$ cat config.mk
export PLATFORM = sky130hd
export DESIGN_NAME = easter_relative_date
export DESIGN_NICKNAME = d
export VERILOG_FILES = /design/src/hw/rtl/erd_pkg.sv /design/src/hw/rtl/easter_relative_date.sv /design/src/hw/rtl/erd_ctrl.sv /design/src/hw/rtl/erd_dpath.sv
export SDC_FILE = /design/constraint.sdc
export NUM_CORES = 1
export LEC_CHECK = 0
export ABC_AREA = 1
export BUFFER_PORTS_ARGS = -buffer_cell sky130_fd_sc_hd__buf_2
export CORE_UTILIZATION = 30
export CTS_CLUSTER_DIAMETER = 150
export DETAILED_ROUTE_END_ITERATION = 10
export SYNTH_ARGS = -nofsm -noshare
export SYNTH_HDL_FRONTEND = slang
export SYNTH_SLANG_ARGS = --single-unit
$ cat constraint.sdc
create_clock -name clock -period 9.1 [get_ports clock]
set_input_delay 0.455 -clock clock [delete_from_list [all_inputs] [get_ports clock]]
set_output_delay 0.455 -clock clock [all_outputs]
set_load 0.02 [all_outputs]
$ cat src/hw/rtl/erd_pkg.sv
// ----------------------------------------------------------------------------
// erd_pkg
// Shared widths, controller states, datapath step codes, the command and
// status structs and the month lengths of the Easter relative date block.
// ----------------------------------------------------------------------------
package erd_pkg;

   localparam int YEAR_W  = 14;
   localparam int OFF_W   = 7;
   localparam int DAY_W   = 5;
   localparam int MONTH_W = 4;
   localparam int DOY_W   = 9;

   // month index of december, the walk never steps past it
   localparam logic [MONTH_W-1:0] LAST_MONTH_IDX = MONTH_W'(11);

   typedef enum logic [3:0] {
      ST_IDLE,
      ST_DIV,
      ST_FIX,
      ST_FQ,
      ST_GQ,
      ST_HQ,
      ST_LQ,
      ST_MV,
      ST_DOY,
      ST_WALK,
      ST_OUT
   } ctl_state_type;

   typedef enum logic [3:0] {
      STEP_NONE,
      STEP_DIV,
      STEP_FIX,
      STEP_FQ,
      STEP_GQ,
      STEP_HQ,
      STEP_LQ,
      STEP_MV,
      STEP_DOY,
      STEP_WALK
   } dp_step_type;

   typedef struct packed {
      logic        load;
      dp_step_type step;
      logic        load_out;
   } dp_cmd_type;

   typedef struct packed {
      logic walk_done;
   } dp_status_type;

   function automatic logic [DAY_W-1:0] month_days(input logic [MONTH_W-1:0] idx,
                                                  input logic leap);
      logic [DAY_W-1:0] n;
      case (idx)
         MONTH_W'(1): n = leap ? DAY_W'(29) : DAY_W'(28);
         MONTH_W'(3), MONTH_W'(5), MONTH_W'(8), MONTH_W'(10): n = DAY_W'(30);
         default: n = DAY_W'(31);
      endcase
      return n;
   endfunction

endpackage

$ cat src/hw/rtl/easter_relative_date.sv
// ----------------------------------------------------------------------------
// easter_relative_date
// Finds Easter Sunday of a Gregorian year and shifts it by a signed number
// of days, giving day of month and month.
//
//   channel | ports                               | direction
//   --------+-------------------------------------+----------
//   request | req_valid req_stall req_year        | in
//           | req_day_offset                      |
//   result  | rsp_valid rsp_stall                 | out
//           | rsp_day_of_month rsp_month_number   |
//
// one transaction at a time: a new request is taken only once the last result
// is loaded; eight computus steps, a walk that steps one month at a time until
// the date falls in the current month, one result load and the idle accept
// a finished result waits in the output register while a new request is
// taken; a stalled older result holds the next load until it is taken
// reset is synchronous and clears the sequencer and the result valid only
// ----------------------------------------------------------------------------
module easter_relative_date import erd_pkg::*; (
   input  logic                    clock,
   input  logic                    reset,
   input  logic                    req_valid,
   output logic                    req_stall,
   input  logic [YEAR_W-1:0]       req_year,
   input  logic signed [OFF_W-1:0] req_day_offset,
   output logic                    rsp_valid,
   input  logic                    rsp_stall,
   output logic [DAY_W-1:0]        rsp_day_of_month,
   output logic [MONTH_W-1:0]      rsp_month_number
);

   dp_cmd_type    cmd;
   dp_status_type status;

   erd_ctrl u_ctrl (
      .clock     (clock),
      .reset     (reset),
      .req_valid (req_valid),
      .req_stall (req_stall),
      .rsp_valid (rsp_valid),
      .rsp_stall (rsp_stall),
      .cmd       (cmd),
      .status    (status)
   );

   erd_dpath u_dpath (
      .clock            (clock),
      .cmd              (cmd),
      .status           (status),
      .req_year         (req_year),
      .req_day_offset   (req_day_offset),
      .rsp_day_of_month (rsp_day_of_month),
      .rsp_month_number (rsp_month_number)
   );

endmodule

$ cat src/hw/rtl/erd_ctrl.sv
// ----------------------------------------------------------------------------
// erd_ctrl
// Sequencer: walks the datapath through the computus steps and the month
// walk, and owns both handshakes.
// ----------------------------------------------------------------------------
module erd_ctrl import erd_pkg::*; (
   input  logic          clock,
   input  logic          reset,
   input  logic          req_valid,
   output logic          req_stall,
   output logic          rsp_valid,
   input  logic          rsp_stall,
   output dp_cmd_type    cmd,
   input  dp_status_type status
);

   ctl_state_type state_ff, state_in;
   logic          rsp_valid_ff, rsp_valid_in;
   logic          out_free;

   assign out_free = !rsp_valid_ff || !rsp_stall;

   always_comb begin
      state_in = state_ff;
      case (state_ff)
         ST_IDLE: if (req_valid) state_in = ST_DIV;
         ST_DIV:  state_in = ST_FIX;
         ST_FIX:  state_in = ST_FQ;
         ST_FQ:   state_in = ST_GQ;
         ST_GQ:   state_in = ST_HQ;
         ST_HQ:   state_in = ST_LQ;
         ST_LQ:   state_in = ST_MV;
         ST_MV:   state_in = ST_DOY;
         ST_DOY:  state_in = ST_WALK;
         ST_WALK: if (status.walk_done) state_in = ST_OUT;
         ST_OUT:  if (out_free) state_in = ST_IDLE;
         default: state_in = ST_IDLE;
      endcase
   end

   always_comb begin
      cmd.load     = 1'b0;
      cmd.step     = STEP_NONE;
      cmd.load_out = 1'b0;
      req_stall    = 1'b1;
      case (state_ff)
         ST_IDLE: begin
            req_stall = 1'b0;
            cmd.load  = req_valid;
         end
         ST_DIV:  cmd.step = STEP_DIV;
         ST_FIX:  cmd.step = STEP_FIX;
         ST_FQ:   cmd.step = STEP_FQ;
         ST_GQ:   cmd.step = STEP_GQ;
         ST_HQ:   cmd.step = STEP_HQ;
         ST_LQ:   cmd.step = STEP_LQ;
         ST_MV:   cmd.step = STEP_MV;
         ST_DOY:  cmd.step = STEP_DOY;
         ST_WALK: cmd.step = STEP_WALK;
         ST_OUT:  cmd.load_out = out_free;
         default: cmd.step = STEP_NONE;
      endcase
   end

   always_comb begin
      if (cmd.load_out) begin
         rsp_valid_in = 1'b1;
      end else if (!rsp_stall) begin
         rsp_valid_in = 1'b0;
      end else begin
         rsp_valid_in = rsp_valid_ff;
      end
   end

   always_ff @(posedge clock) begin
      if (reset) begin
         state_ff     <= ST_IDLE;
         rsp_valid_ff <= 1'b0;
      end else begin
         state_ff     <= state_in;
         rsp_valid_ff <= rsp_valid_in;
      end
   end

   assign rsp_valid = rsp_valid_ff;

endmodule

$ cat src/hw/rtl/erd_dpath.sv
// ----------------------------------------------------------------------------
// erd_dpath
// Computus datapath: constant divisions by reciprocal multiply with one
// correction, Easter day of year, offset add and a month-by-month walk.
// ----------------------------------------------------------------------------
module erd_dpath import erd_pkg::*; (
   input  logic                 clock,
   input  dp_cmd_type           cmd,
   output dp_status_type        status,
   input  logic [YEAR_W-1:0]    req_year,
   input  logic signed [OFF_W-1:0] req_day_offset,
   output logic [DAY_W-1:0]     rsp_day_of_month,
   output logic [MONTH_W-1:0]   rsp_month_number
);

   // floor reciprocals, quotient is low by at most one
   localparam int RECIP100 = 5242;   // 2^19 / 100
   localparam int RECIP19  = 55188;  // 2^20 / 19
   localparam int RECIP25  = 40;     // 2^10 / 25
   localparam int RECIP3   = 341;    // 2^10 / 3
   localparam int RECIP30  = 34;     // 2^10 / 30
   localparam int RECIP7   = 36;     // 2^8 / 7

   logic [YEAR_W-1:0]        year_ff, year_in;
   logic signed [OFF_W-1:0]  off_ff, off_in;
   logic [7:0]               q100_ff, q100_in;
   logic [9:0]               q19_ff, q19_in;
   logic [7:0]               b_ff, b_in;
   logic [6:0]               c_ff, c_in;
   logic [4:0]               a_ff, a_in;
   logic                     leap_ff, leap_in;
   logic [2:0]               f_ff, f_in;
   logic [5:0]               g_ff, g_in;
   logic [4:0]               h_ff, h_in;
   logic [2:0]               l_ff, l_in;
   logic [7:0]               v_ff, v_in;
   logic [DOY_W-1:0]         doy_ff, doy_in;
   logic [MONTH_W-1:0]       mon_ff, mon_in;
   logic [DAY_W-1:0]         day_out_ff, day_out_in;
   logic [MONTH_W-1:0]       mon_out_ff, mon_out_in;

   logic [26:0] p100;
   logic [29:0] p19;
   logic [14:0] r100, r19;
   logic [7:0]  fx, fr, gx, gr;
   logic [13:0] fp;
   logic [15:0] gp;
   logic [9:0]  hx, hr, mx;
   logic [15:0] hp;
   logic [6:0]  lx, lr;
   logic [12:0] lp;
   logic [DAY_W-1:0] len;
   logic        step_on;

   assign p100 = 27'(year_ff) * 27'(RECIP100);
   assign p19  = 30'(year_ff) * 30'(RECIP19);
   assign r100 = 15'(year_ff) - 15'(q100_ff) * 15'(100);
   assign r19  = 15'(year_ff) - 15'(q19_ff) * 15'(19);

   assign fx = b_ff + 8'd8;
   assign fp = 14'(fx) * 14'(RECIP25);
   assign fr = fx - 8'(fp[13:10]) * 8'd25;

   assign gx = b_ff - 8'(f_ff) + 8'd1;
   assign gp = 16'(gx) * 16'(RECIP3);
   assign gr = gx - 8'(gp[15:10]) * 8'd3;

   assign hx = 10'(a_ff) * 10'd19 + 10'(b_ff) - 10'(b_ff[7:2]) - 10'(g_ff) + 10'd15;
   assign hp = 16'(hx) * 16'(RECIP30);
   assign hr = hx - 10'(hp[14:10]) * 10'd30;

   assign lx = 7'd32 + 7'({b_ff[1:0], 1'b0}) + 7'({c_ff[6:2], 1'b0})
             - 7'(h_ff) - 7'(c_ff[1:0]);
   assign lp = 13'(lx) * 13'(RECIP7);
   assign lr = lx - 7'(lp[11:8]) * 7'd7;

   assign mx = 10'(a_ff) + 10'(h_ff) * 10'd11 + 10'(l_ff) * 10'd22;

   assign len     = month_days(mon_ff, leap_ff);
   assign step_on = (mon_ff < LAST_MONTH_IDX) && (doy_ff > DOY_W'(len));
   assign status.walk_done = !step_on;

   always_comb begin
      year_in    = year_ff;
      off_in     = off_ff;
      q100_in    = q100_ff;
      q19_in     = q19_ff;
      b_in       = b_ff;
      c_in       = c_ff;
      a_in       = a_ff;
      leap_in    = leap_ff;
      f_in       = f_ff;
      g_in       = g_ff;
      h_in       = h_ff;
      l_in       = l_ff;
      v_in       = v_ff;
      doy_in     = doy_ff;
      mon_in     = mon_ff;
      day_out_in = day_out_ff;
      mon_out_in = mon_out_ff;

      if (cmd.load) begin
         year_in = req_year;
         off_in  = req_day_offset;
      end

      if (cmd.load_out) begin
         day_out_in = doy_ff[DAY_W-1:0];
         mon_out_in = mon_ff + MONTH_W'(1);
      end

      case (cmd.step)
         STEP_DIV: begin
            q100_in = p100[26:19];
            q19_in  = p19[29:20];
         end
         STEP_FIX: begin
            if (r100 >= 15'd100) begin
               b_in = q100_ff + 8'd1;
               c_in = 7'(r100 - 15'd100);
            end else begin
               b_in = q100_ff;
               c_in = 7'(r100);
            end
            a_in = (r19 >= 15'd19) ? 5'(r19 - 15'd19) : 5'(r19);
         end
         STEP_FQ: begin
            // divisible by 4, and not a century unless divisible by 400
            leap_in = (c_ff[1:0] == 2'd0) && ((c_ff != 7'd0) || (b_ff[1:0] == 2'd0));
            f_in    = (fr >= 8'd25) ? 3'(fp[13:10] + 4'd1) : 3'(fp[13:10]);
         end
         STEP_GQ: begin
            g_in = (gr >= 8'd3) ? 6'(gp[15:10] + 6'd1) : gp[15:10];
         end
         STEP_HQ: begin
            h_in = (hr >= 10'd30) ? 5'(hr - 10'd30) : 5'(hr);
         end
         STEP_LQ: begin
            l_in = (lr >= 7'd7) ? 3'(lr - 7'd7) : 3'(lr);
         end
         STEP_MV: begin
            v_in = 8'(h_ff) + 8'(l_ff) + 8'd114 - ((mx >= 10'd451) ? 8'd7 : 8'd0);
         end
         STEP_DOY: begin
            // march or april alike: day of year of easter is v - 33 + leap
            doy_in = DOY_W'(v_ff) - DOY_W'(33) + DOY_W'(leap_ff)
                   + {{(DOY_W-OFF_W){off_ff[OFF_W-1]}}, off_ff};
            mon_in = '0;
         end
         STEP_WALK: begin
            if (step_on) begin
               doy_in = doy_ff - DOY_W'(len);
               mon_in = mon_ff + MONTH_W'(1);
            end
         end
         default: begin
         end
      endcase
   end

   always_ff @(posedge clock) begin
      year_ff    <= year_in;
      off_ff     <= off_in;
      q100_ff    <= q100_in;
      q19_ff     <= q19_in;
      b_ff       <= b_in;
      c_ff       <= c_in;
      a_ff       <= a_in;
      leap_ff    <= leap_in;
      f_ff       <= f_in;
      g_ff       <= g_in;
      h_ff       <= h_in;
      l_ff       <= l_in;
      v_ff       <= v_in;
      doy_ff     <= doy_in;
      mon_ff     <= mon_in;
      day_out_ff <= day_out_in;
      mon_out_ff <= mon_out_in;
   end

   assign rsp_day_of_month = day_out_ff;
   assign rsp_month_number = mon_out_ff;

endmodule

==> flow_summary.ini <==
[logic_synthesis]
synth.avg_cell_area_um2 = 8.52
ys_ff_latch = 112
async_reset_ff_share_pct = 0
syn-instance-count = 2529
ys_top_cells_by_count = inv_1 (646), ha_1 (482), nand2_1 (369)
synth_cell_type_count = 50
synth_edf_count = 107
synth_top_cell_area_share_pct = 28.0
yosys_warnings = 0
synthFlopType = edfxtp_1
yosysSeqAreaShare_pct = 15.4
synth_largest_area_cell = ha_1
synth_nets = 3238
syn_area_mm2 = 0.0215
synthTopCellsByArea = ha_1 (28%), fa_1 (19%), edfxtp_1 (15%)
synth_most_common_cell = inv_1

[sta]
worstMarginPinSlew_ns = 1.10
finalHoldViolCount = 0
period_needed_ns = 8.57
slew_headroom_pct = 26.7
fin_skew_ns = 0.0190
fmax_ghz = 0.117
setup_viol = 0
maxSlewViolCount = 0
timing.final.crit_share_pct = 94.2

[place]
dpl_cell_area_mm2 = 0.0229
place_congestion = 0.857
placement.io_buffers = 35
dp_hpwl_mm = 39.4

[setup_path]
crit_path_end_kind = register
path_common_cell = nand2_1
critPathSlowestCell = fa_1
start_kind = register
r2r-start = u_dpath.b_ff[4]
cp_data_arrival_time_ns = 8.73
startpoint = u_dpath.b_ff[4]
ff2ff_path_depth = 44
worst-path-max-fanout = 5
path_class = reg2reg
slowest_delay_ns = 0.53
required_ns = 9.26

[floorplan]
dieArea_mm2 = 0.0729
initial_core_util_pct = 30.5
ioPinCount = 36
fp.dieW_um = 270
die_height_um = 270
fp.coreArea_mm2 = 0.0705
std_cell_rows = 97

[drt]
dr.pass1.iters = 6
wl_mm = 45.2
drt-vias-per-instance = 4.46
initialDrtViolationCount = 546
avgRoutedWirePerCell_um = 12.8
ant_nets = 0
drc = 0
via_count = 15700

[clock_tree]
cts_root_buf = clkbuf_16
htree_num_levels = 3
tritoncts = done
clockBufferDepth = 2
clk_latency_ns = 0.40
clock_sinks = 112
clk_pin_slew_ns = 0.10
numCtsBuffers = 9

[final_layout]
diodes = 0
drive_above_1_share_pct = 4.75
final_nets = 3295
syn_to_final_growth_pct = 8.52
final_cell_area_mm2 = 0.0234
n_fill_cell = 7311

[run_status]
status = complete, no violations

[grt]
grt_start_max_net_pins = 25
grt_pass1_vias = 16100
antenna_found_initial = 0
grt_usage_pct = 12.9
grt_pass1_wl_mm = 76.8
gr-total-overflow = 0

[worst_hold_path]
hold_start = req_day_offset[2]
hold_class = in2reg
holdPathStages = 1

[job]
drv_cap = 0
-- worst max-delay path, delay by kind of cell (launching register included) --
family / cells / cell delay [ns]
AND/OR/NAND/NOR: 18 / 1.67
AO/OA/AOI/OAI: 2 / 0.32
flip-flops: 1 / 0.46
XOR/XNOR: 2 / 0.32
buffers and inverters: 10 / 0.77
adder cells (fa/ha/maj): 12 / 4.79
-- registers in the layout (all words and copies together), names as in the netlist, 5 cells and up --
signal	flops
u_dpath.v_ff	8
u_dpath.a_ff	5
u_dpath.g_ff	6
u_dpath.year_ff	14
u_dpath.c_ff	7
u_dpath.rsp_day_of_month	5
u_dpath.q19_ff	10
u_dpath.off_ff	7
u_dpath.h_ff	5
u_dpath.q100_ff	8
u_dpath.b_ff	8
u_dpath.doy_ff	9
-- placed cells by master, fill, tap and decap left out, types with 7 or more instances in the layout --
cell type | Yosys | final
a21o_1 | 14 | 14
a21oi_1 | 129 | 128
buf_2 | 2 | 35
buf_4 | 2 | 18
clkbuf_16 | 0 | 9
edfxtp_1 | 107 | 107
fa_1 | 202 | 201
ha_1 | 482 | 479
inv_1 | 646 | 642
inv_2 | 3 | 7
nand2_1 | 369 | 367
nand3_1 | 99 | 99
nand3b_1 | 8 | 8
nand4_1 | 39 | 39
nor2_1 | 107 | 102
nor2_2 | 4 | 8
nor3_1 | 18 | 18
o211ai_1 | 8 | 8
o21ai_0 | 62 | 59
o21ai_1 | 6 | 9
o21bai_1 | 12 | 12
or2_2 | 10 | 10
xnor2_1 | 53 | 53
xor2_1 | 85 | 85
-- layer usage --
layer	vias up	global-route usage [%]	part of all wire (%)
li1	8184	-	-
met1	7385	16.6	48
met2	134	23.0	49
met3	43	1.48	2.0
met4	0	2.74	1.6
met5	-	0	0
-- logic make-up (layout without fill, tap and decap cells) --
logic type	count (synthesis)	after routing	share of synthesized area, %
compound gates	263	263	6.92
xor+xnor	143	143	5.99
fa+ha+maj	684	684	46.8
buf+inv	656	718	11.5
flops	112	112	15.4
simple gates	671	671	13.4
-- per-stage QoR --
stage | utilization (%) | worst slack, ns | hold slack [ns] | TNS, ns | std cells
final | 33.1 | 0.528 | 0.227 | 0 | 3531
after global routing | 33.1 | -0.0376 | 0.199 | -0.0845 | 3531
after CTS | 33.0 | 0.103 | 0.200 | 0 | 3523
after detailed placement | 32.5 | 0.147 | 0.442 | 0 | 3507
after global placement | 32.5 | 0.266 | 0.445 | 0 | 3507
after floorplan | - | 0.506 | 0.426 | 0 | 2529
-- final timing paths --
check / end / slack (ns)
worst max-delay path: u_dpath.h_ff[2] / 0.53
worst min-delay path: u_dpath.off_ff[2] / 0.23
worst max register to register: u_dpath.h_ff[2] / 0.53
worst min register to register: u_dpath.rsp_day_of_month[0] / 0.46
-- layout make-up --
type	count	area [um2]	share of cell area, %
clock buffer	9	225	0.963
clock inverter	7	93.8	0.401
inverter	649	2440	10.4
multi-input combinational	1761	15800	67.7
sequential	112	3310	14.2
tap	940	1180	5.03
timing repair buffer	53	310	1.33
-- timing repair --
action / 4_1_cts / 5_1_grt
resized for setup: 0 / 17
buffers inserted: 0 / 8
hold buffers: 0 / 0
endpoints found under the setup margin: 0 / 4
Power is left out: the tool's default activity adds up to more than one toggle a clock period on the data nets, which glitch-free logic cannot reach.
